==> src/hdl/brle_pkg.sv <==
// Package for the byte run-length encoder: payload structs, sequencer states
// and token constants. Has no dependencies of its own.
package brle_pkg;

  typedef struct packed {
    logic [7:0] data_byte;
    logic       last_byte;
  } enc_in_t;

  typedef struct packed {
    logic [63:0] out_word;
    logic [3:0]  byte_count;
    logic        pass_end;
  } enc_out_t;

  typedef enum logic [3:0] {
    S_IDLE,
    S_DECIDE,
    S_APPEND,
    S_CAPCHK,
    S_NEWRUN,
    S_LAST,
    S_TAIL,
    S_TERM,
    S_LIT_HDR,
    S_LIT_BODY,
    S_RUN_HDR,
    S_RUN_BYTE
  } seq_state_e;

  localparam logic [7:0] RUN_FLAG  = 8'h80;
  localparam logic [7:0] TERM_BYTE = 8'h00;
  localparam int unsigned MIN_RUN  = 3;
  localparam logic [2:0] LAST_SLOT = 3'd7;

endpackage

==> src/hdl/byte_rle_encoder.sv <==
// Byte run-length encoder top level: sequencer, literal byte store and
// output word packer. Depends on brle_pkg.
//
//  port group   dir  handshake               payload
//  in_*         in   in_valid_i / in_stall_o  enc_in_t  (data_byte, last_byte)
//  out_*        out  out_valid_o / out_stall_i enc_out_t (out_word, byte_count, pass_end)
//
// An item passes through the decide state, then the capacity check when it
// extends a run or the new-run state when it starts one (after the append
// state when short bytes join the literal first), then the last-byte check.
// Each coded byte (token headers, run bytes, literal bytes read back from the
// literal store, the terminator) and each literal store append takes a step;
// the last byte of a pass with a literal pending also passes the tail state.
// The single sequencer moves one byte a cycle through the packer unless stalled.
// Reset clears all control state; the literal store needs no clearing pass,
// as only entries already written are read back.
// A stalled output holds the sequencer only when a packed word must leave.
module byte_rle_encoder
  import brle_pkg::*;
#(
  parameter int unsigned MAX_RUN = 127
) (
  input  logic     clk_i,
  input  logic     rst_ni,
  input  logic     in_valid_i,
  output logic     in_stall_o,
  input  enc_in_t  in_data_i,
  output logic     out_valid_o,
  input  logic     out_stall_i,
  output enc_out_t out_data_o
);

  localparam int unsigned CNT_W = $clog2(MAX_RUN + 1);
  localparam int unsigned IDX_W = $clog2(MAX_RUN);

  // Sequencer state and the item being worked on.
  seq_state_e state_q, state_d;
  seq_state_e ret_q, ret_d;
  logic [7:0] x_q;
  logic       last_q;

  // Encoder state.
  logic [CNT_W-1:0] lit_count_q, lit_count_d;
  logic [CNT_W-1:0] run_len_q, run_len_d;
  logic [7:0]       run_byte_q, run_byte_d;
  logic [IDX_W-1:0] rd_idx_q, rd_idx_d;

  // Literal store: one write port for appends, one registered read port.
  logic [7:0]       lit_mem [MAX_RUN];
  logic             mem_we;
  logic [7:0]       rd_data_q;

  // Packer.
  logic [63:0] pack_q, pack_d;
  logic [2:0]  fill_q, fill_d;
  logic        put_valid;
  logic [7:0]  put_byte;
  logic        put_end;
  logic        will_emit;
  logic        put_ok;
  logic        put_go;
  logic [63:0] merged;
  logic        out_valid_q, out_valid_d;
  enc_out_t    out_q, out_d;

  logic accept;
  logic match;

  assign accept      = in_valid_i && !in_stall_o;
  assign in_stall_o  = (state_q != S_IDLE);
  assign out_valid_o = out_valid_q;
  assign out_data_o  = out_q;

  assign match = (run_len_q != '0) && (x_q == run_byte_q);

  // A byte that completes a word may only move when the output register
  // is free or empties in this cycle.
  assign will_emit = put_end || (fill_q == LAST_SLOT);
  assign put_ok    = !will_emit || !out_valid_q || !out_stall_i;
  assign put_go    = put_valid && put_ok;
  assign merged    = pack_q | (64'(put_byte) << {fill_q, 3'b000});

  always_comb begin
    state_d     = state_q;
    ret_d       = ret_q;
    lit_count_d = lit_count_q;
    run_len_d   = run_len_q;
    run_byte_d  = run_byte_q;
    rd_idx_d    = rd_idx_q;
    mem_we      = 1'b0;
    put_valid   = 1'b0;
    put_byte    = TERM_BYTE;
    put_end     = 1'b0;
    case (state_q)
      S_IDLE: begin
        if (accept) begin
          state_d = S_DECIDE;
        end
      end
      S_DECIDE: begin
        if (match) begin
          run_len_d = run_len_q + 1'b1;
          if ((lit_count_q != '0) && (run_len_q + 1'b1 == CNT_W'(MIN_RUN))) begin
            ret_d   = S_CAPCHK;
            state_d = S_LIT_HDR;
          end else begin
            state_d = S_CAPCHK;
          end
        end else if (run_len_q >= CNT_W'(MIN_RUN)) begin
          ret_d   = S_NEWRUN;
          state_d = S_RUN_HDR;
        end else begin
          state_d = S_APPEND;
        end
      end
      S_APPEND: begin
        // Short runs of one or two bytes join the literal.
        if (run_len_q == '0) begin
          state_d = S_NEWRUN;
        end else begin
          mem_we      = 1'b1;
          lit_count_d = lit_count_q + 1'b1;
          run_len_d   = run_len_q - 1'b1;
          if (lit_count_q == CNT_W'(MAX_RUN - 1)) begin
            ret_d   = S_APPEND;
            state_d = S_LIT_HDR;
          end
        end
      end
      S_CAPCHK: begin
        if ((lit_count_q == '0) && (run_len_q >= CNT_W'(MAX_RUN))) begin
          ret_d   = S_LAST;
          state_d = S_RUN_HDR;
        end else begin
          state_d = S_LAST;
        end
      end
      S_NEWRUN: begin
        run_byte_d = x_q;
        run_len_d  = CNT_W'(1);
        state_d    = S_LAST;
      end
      S_LAST: begin
        if (!last_q) begin
          state_d = S_IDLE;
        end else if (lit_count_q != '0) begin
          state_d = S_TAIL;
        end else if (run_len_q != '0) begin
          ret_d   = S_TERM;
          state_d = S_RUN_HDR;
        end else begin
          state_d = S_TERM;
        end
      end
      S_TAIL: begin
        // End of pass: tail bytes top up the pending literal.
        if ((run_len_q != '0) && (lit_count_q != '0)) begin
          mem_we      = 1'b1;
          lit_count_d = lit_count_q + 1'b1;
          run_len_d   = run_len_q - 1'b1;
          if (lit_count_q == CNT_W'(MAX_RUN - 1)) begin
            ret_d   = S_TAIL;
            state_d = S_LIT_HDR;
          end
        end else if (lit_count_q != '0) begin
          ret_d   = S_LAST;
          state_d = S_LIT_HDR;
        end else begin
          state_d = S_LAST;
        end
      end
      S_TERM: begin
        put_valid = 1'b1;
        put_byte  = TERM_BYTE;
        put_end   = 1'b1;
        if (put_ok) begin
          run_len_d = '0;
          state_d   = S_IDLE;
        end
      end
      S_LIT_HDR: begin
        put_valid = 1'b1;
        put_byte  = 8'(lit_count_q);
        if (put_ok) begin
          state_d = S_LIT_BODY;
        end
      end
      S_LIT_BODY: begin
        put_valid = 1'b1;
        put_byte  = rd_data_q;
        if (put_ok) begin
          if (CNT_W'(rd_idx_q) + 1'b1 == lit_count_q) begin
            rd_idx_d    = '0;
            lit_count_d = '0;
            state_d     = ret_q;
          end else begin
            rd_idx_d = rd_idx_q + 1'b1;
          end
        end
      end
      S_RUN_HDR: begin
        put_valid = 1'b1;
        put_byte  = RUN_FLAG | 8'(run_len_q);
        if (put_ok) begin
          state_d = S_RUN_BYTE;
        end
      end
      S_RUN_BYTE: begin
        put_valid = 1'b1;
        put_byte  = run_byte_q;
        if (put_ok) begin
          run_len_d = '0;
          state_d   = ret_q;
        end
      end
      default: begin
        state_d = S_IDLE;
      end
    endcase
  end

  // Packer and output register.
  always_comb begin
    pack_d      = pack_q;
    fill_d      = fill_q;
    out_d       = out_q;
    out_valid_d = out_valid_q && out_stall_i;
    if (put_go) begin
      if (will_emit) begin
        out_d.out_word   = merged;
        out_d.byte_count = 4'(fill_q) + 4'd1;
        out_d.pass_end   = put_end;
        out_valid_d      = 1'b1;
        pack_d           = '0;
        fill_d           = '0;
      end else begin
        pack_d = merged;
        fill_d = fill_q + 1'b1;
      end
    end
  end

  always_ff @(posedge clk_i or negedge rst_ni) begin
    if (!rst_ni) begin
      state_q     <= S_IDLE;
      ret_q       <= S_IDLE;
      lit_count_q <= '0;
      run_len_q   <= '0;
      run_byte_q  <= '0;
      rd_idx_q    <= '0;
      pack_q      <= '0;
      fill_q      <= '0;
      out_valid_q <= 1'b0;
    end else begin
      state_q     <= state_d;
      ret_q       <= ret_d;
      lit_count_q <= lit_count_d;
      run_len_q   <= run_len_d;
      run_byte_q  <= run_byte_d;
      rd_idx_q    <= rd_idx_d;
      pack_q      <= pack_d;
      fill_q      <= fill_d;
      out_valid_q <= out_valid_d;
    end
  end

  always_ff @(posedge clk_i) begin
    out_q <= out_d;
    if (accept) begin
      x_q    <= in_data_i.data_byte;
      last_q <= in_data_i.last_byte;
    end
  end

  // The read address follows the next read index, so the registered data
  // always matches the current index. Appends never happen while a literal
  // is being read back.
  always_ff @(posedge clk_i) begin
    if (mem_we) begin
      lit_mem[lit_count_q[IDX_W-1:0]] <= run_byte_q;
    end
    rd_data_q <= lit_mem[rd_idx_d];
  end

`ifndef SYNTH
  a_accept_decide: assert property (@(posedge clk_i) disable iff (!rst_ni)
    accept |=> (state_q == S_DECIDE))
    else $error("accepted transfer did not start the sequencer");

  a_idle_bounds: assert property (@(posedge clk_i) disable iff (!rst_ni)
    (state_q == S_IDLE) |->
      ((lit_count_q < CNT_W'(MAX_RUN)) && (run_len_q <= CNT_W'(MAX_RUN))))
    else $error("literal or run count out of range between items");

  a_count_range: assert property (@(posedge clk_i) disable iff (!rst_ni)
    out_valid_o |-> ((out_data_o.byte_count != 4'd0) && (out_data_o.byte_count <= 4'd8)))
    else $error("result word carries a bad byte count");

  a_pass_end_clean: assert property (@(posedge clk_i) disable iff (!rst_ni)
    (put_go && put_end) |=> ((fill_q == '0) && (lit_count_q == '0) && (run_len_q == '0)))
    else $error("state not cleared after the end of a pass");
`endif

endmodule
==> config.mk <==
export PLATFORM = sky130hd
export DESIGN_NAME = byte_rle_encoder
export DESIGN_NICKNAME = d
export VERILOG_FILES = /design/src/hdl/brle_pkg.sv /design/src/hdl/byte_rle_encoder.sv
export SDC_FILE = /design/constraint.sdc
export NUM_CORES = 2
export LEC_CHECK = 0
export BUFFER_PORTS_ARGS = -buffer_cell sky130_fd_sc_hd__buf_2
export CORE_MARGIN = 2
export CORE_UTILIZATION = 46
export DETAILED_ROUTE_END_ITERATION = 8
export PLACE_DENSITY = 0.65
export SLEW_MARGIN = 20
export SYNTH_ARGS = -nofsm -noshare
export SYNTH_HDL_FRONTEND = slang
export SYNTH_SLANG_ARGS = --single-unit
==> constraint.sdc <==
create_clock -name clk_i -period 7 [get_ports clk_i]
set_clock_uncertainty 0.1 [all_clocks]
set_input_delay 1.05 -clock clk_i [delete_from_list [all_inputs] [get_ports clk_i]]
set_output_delay 1.05 -clock clk_i [all_outputs]
set_load 0.05 [all_outputs]
==> run summary <==
The total via count in the routed design is 35200. Yosys attributes the largest share of cell area to sky130_fd_sc_hd__edfxtp_1 (63%), sky130_fd_sc_hd__dfrtp_1 (5.0%), sky130_fd_sc_hd__nand2_1 (4.3%), sky130_fd_sc_hd__mux2i_1 (2.0%), sky130_fd_sc_hd__nand3_1 (2.0%). The count of yosys warnings during synthesis came out at 0. The detail route stage leaves a number of antenna-violating nets equal to 0. The net load switching power came out at between 9 and 10 mW. The total nets after synthesis is 4023.

TritonCTS built the clock tree. The top cell type by area accounts for a little over three fifths of the synthesized area. At the end of routability-driven placement, the weighted congestion stood at between 0.9 and 1. The pin count of the biggest net entering global routing is roughly 170. In this run the count of I/O pins placed on the die edge is 84. Setup violations remaining at the end of the flow were counted as 0. The H-tree was split into 3 levels. The final critical path takes up about nine tenths of the cycle. The most used standard cell by instance count after synthesis is sky130_fd_sc_hd__edfxtp_1.

The average detailed-routed wire length per instance is between 20 and 30 µm. The routed length on met2 is roughly 68 mm. The vertical extent of the die came out at 341 µm.

Synthesis produced between 4000 and 5000 cells. The detailed-route DRC error count is 0. The largest individual stage delay along the critical path comes from the cell sky130_fd_sc_hd__a2111oi_0. In this run the worst hold path is classified as in2async. The fraction of the yosys area taken by sequential cells came out at about two thirds. The starting DRC count in detailed routing is roughly 5300.

The number of global-route vias before repair was around 33000. Max-cap violations in this run came to 0. The smallest clock period supported by the final layout is computed as slightly above 6 ns. The run finished with clean final reports.

The later pin in the worst-skew pair is clocked with a latency of 0.73 ns. The number of buffers and inverters on the critical path came out at 3. The number of vias per cell is between 6 and 7.

The synthesized design contains approximately 1100 enable-type register cells. The HPWL after detailed placement is 91.7 mm. The clock net sink count is approximately 1200. The net count of the finished layout is roughly 4000. The synthesis-to-layout area growth is 11.0%. The hold buffer count at cts is 0. The critical path is of the reg2reg type.

The synthesis-stage register bit count came out at ~1200. After floorplanning, the core was sized to cover about 0.11 mm². The routed wire length is about 150 mm. Setup total negative slack on the finished layout was measured at 0 ns. The global-route wire length before repair came out at between 200 and 250 mm.

The commonest cells after synthesis are sky130_fd_sc_hd__edfxtp_1 (1094), sky130_fd_sc_hd__nand2_1 (600), sky130_fd_sc_hd__nor2_1 (247). The arrival time at the worst endpoint is 6.72 ns. The maximum root-to-sink buffer count is 3. The number of detailed-routing iterations run before antenna repair is 7. The number of antenna violations at the first check in global routing is 1.

The leakage power figure came out at 19.8 nW. The share of post-route cells with drive strength above 1 is between 10% and 20%. The net switching fraction of the power is 38.5%.

The share of synthesized registers carrying an async set or reset is 8.62%. The number of I/O port buffers came out at 83. Of the total power, registers draw ~40%. The post-CTS setup buffer count is 0.

The netlist uses 98 different library cells. The number of rows in the core area came out at 123. The clock root buffer is sky130_fd_sc_hd__clkbuf_16.

The kind of cell with the highest combined delay along the critical path is compound AO/OA/AOI/OAI gates. Setup repair after global routing left no endpoint under its margin. The number of fillers in the final layout came out at ~9400. The relative slew slack came out at between 20% and 30%. The total overflow reported by the global router is 0. The power per standard cell area came out at 419 mW/mm². The clock-pin transition on the worst setup and hold timing paths is 0.06 ns. The peak fanout along the critical path came out at around 60.

The final count of hold timing violations is 0. The die covers ~0.12 mm². The maximum vdd ir drop is 0.264 mV.

STA classifies the critical path endpoint as a flip-flop. The detailed-routing wirelength on met1 came out at between 60 and 70 mm. Among all flip-flop cells after synthesis, the most frequent one is sky130_fd_sc_hd__edfxtp_1. In this run the top signal layer used is met5. The combinational share of power is between 30% and 40%. STA classifies the critical path startpoint as a flip-flop. The synthesized cell area came out at roughly 0.052 mm². The number of buffers added by the clock tree synthesis step came out at between 100 and 150. The number of pins with negative max-slew slack in the final report is 0. The global-route total usage across every layer is between 20% and 30%. Wire segments on met3 add up to ~16 mm in the final route. The relative contribution of the clock network to total power came out at a little over a quarter.

A synthesized cell averages 13.0 µm². Among the stages of the critical path, the cell type that occurs most often is sky130_fd_sc_hd__buf_12. The largest area contributor in the netlist is sky130_fd_sc_hd__edfxtp_1.

Walking the worst path, the cells encountered are ha_1 > nand3_2 > o21a_1 > o211a_2 > buf_12 > buf_4 > a31oi_4 > buf_12 > nor2_1 > a2111oi_0 > nand3_1 > nand4_1 > nand2_1 > nor4_2. Post-CTS repair changed the size of 0 cells. The delay of the slowest cell on the worst path came out at about 0.90 ns. The transition at the pin with the smallest max-transition slack is roughly 1.1 ns. The floorplan step set the die width to ~340 µm. Based on the critical path, the design can be clocked at up to ~160 MHz.

The design draws between 20 and 25 mW. Once the floorplan was initialized, standard cells occupied 46.4% of the core. The reg-to-reg setup timing slack is 0.81 ns. The data required time of the critical path came out at about 7.5 ns. The internal power component came out at 14.9 mW.
==> worst paths after layout <==
kind,startpoint,endpoint,cells after the start
max in group asynchronous,rst_ni,run_byte_q[7],2
hold reg to reg,ret_q[1],ret_q[1],1
setup / recovery,rd_idx_q[0],rd_data_q[3],14
min in group clk_i,in_data_i[3],x_q[2],1
setup reg to reg,rd_idx_q[0],rd_data_q[3],14
hold / removal,rst_ni,pack_q[9],1
==> cell type report <==
type,instances,area (µm²),area share [%]
multi-input cells,2464,15100,26.0
well taps,1500,1880,3.25
repair buffers,167,1170,2.02
flip-flops and latches,1206,35600,61.7
clock inverters,73,688,1.19
inverters,26,108,0.186
clock buffers,150,3250,5.62
diodes,1,2.50,0.00433
==> routing by layer <==
metal / vias to the layer above / track usage, %
li1: 15400 / -
met5: - / 0
met2: 2000 / 38.6
met3: 316 / 4.88
met1: 17500 / 36.9
met4: 2 / 9.00
==> logic make-up after synthesis <==
kind of cell	after synthesis	share of synthesized area (%)
AO/OA/AOI/OAI	920	13.1
XOR/XNOR	29	0.502
adder cells (fa/ha/maj)	9	0.216
buffers and inverters	331	3.05
flip-flops	1206	68.4
multiplexers	129	2.69
AND/OR/NAND/NOR	1377	12.1
==> layout by cell type, fill, tap and decap left out, types with 59 or more instances in the layout <==
master                      synthesis  layout
sky130_fd_sc_hd__edfxtp_1        1094    1094
sky130_fd_sc_hd__nand2_1          600     599
sky130_fd_sc_hd__nor2_1           247     244
sky130_fd_sc_hd__nand3_1          204     204
sky130_fd_sc_hd__a21oi_1          154     154
sky130_fd_sc_hd__clkbuf_16          0     122
sky130_fd_sc_hd__mux2i_1          105     105
sky130_fd_sc_hd__dfrtp_1          104      95
sky130_fd_sc_hd__o21ai_0           89      88
sky130_fd_sc_hd__buf_2             87      82
sky130_fd_sc_hd__buf_4             43      76
sky130_fd_sc_hd__a21boi_0          66      66
sky130_fd_sc_hd__a21o_1            64      64
sky130_fd_sc_hd__a31oi_1           63      63
sky130_fd_sc_hd__nor3_1            62      60
sky130_fd_sc_hd__and3_1            59      59
==> through the flow <==
step,setup slack [ns],instance area [µm²],util (%),hold WS (ns),std cells
after floorplan,1.93,52100,-,0.371,4001
after global placement,0.967,53800,47.9,0.390,5361
after detailed placement,1.13,53800,47.9,0.400,5362
after CTS,1.08,57700,51.4,0.203,5585
after global routing,0.757,57800,51.4,0.238,5586
final,0.814,57800,51.4,0.205,5587
==> sequential cells by signal (all words and copies together) (netlist names) <==
name,flops
lit_mem,1016
out_data_o,69
pack_q,64
rd_data_q,8
run_byte_q,8
x_q,8
lit_count_q,7
rd_idx_q,7
run_len_q,7
state_q,4
fill_q,3
ret_q,3
last_q,1
out_valid_o,1
==> worst reg2reg max path, delay by kind of cell, from the launching register on <==
family | cells | cell delay, ns
AO/OA/AOI/OAI | 4 | 2.52
adder cells (fa/ha/maj) | 1 | 0.47
buffers and inverters | 3 | 0.87
flip-flops | 1 | 0.79
AND/OR/NAND/NOR | 6 | 1.35
==> power groups by stage <==
stage / clock [mW] / sequential (mW) / combinational [mW]
3_3_place_gp: 0 / 9.95 / 7.65
5_1_grt: 6.77 / 9.82 / 8.49
4_1_cts: 6.48 / 9.82 / 7.78
2_1_floorplan: 0 / 9.78 / 4.99
3_5_place_dp: 0 / 9.97 / 7.75
6_report: 6.41 / 9.78 / 8.03
No activity file was read; power rests on OpenSTA's default activity.
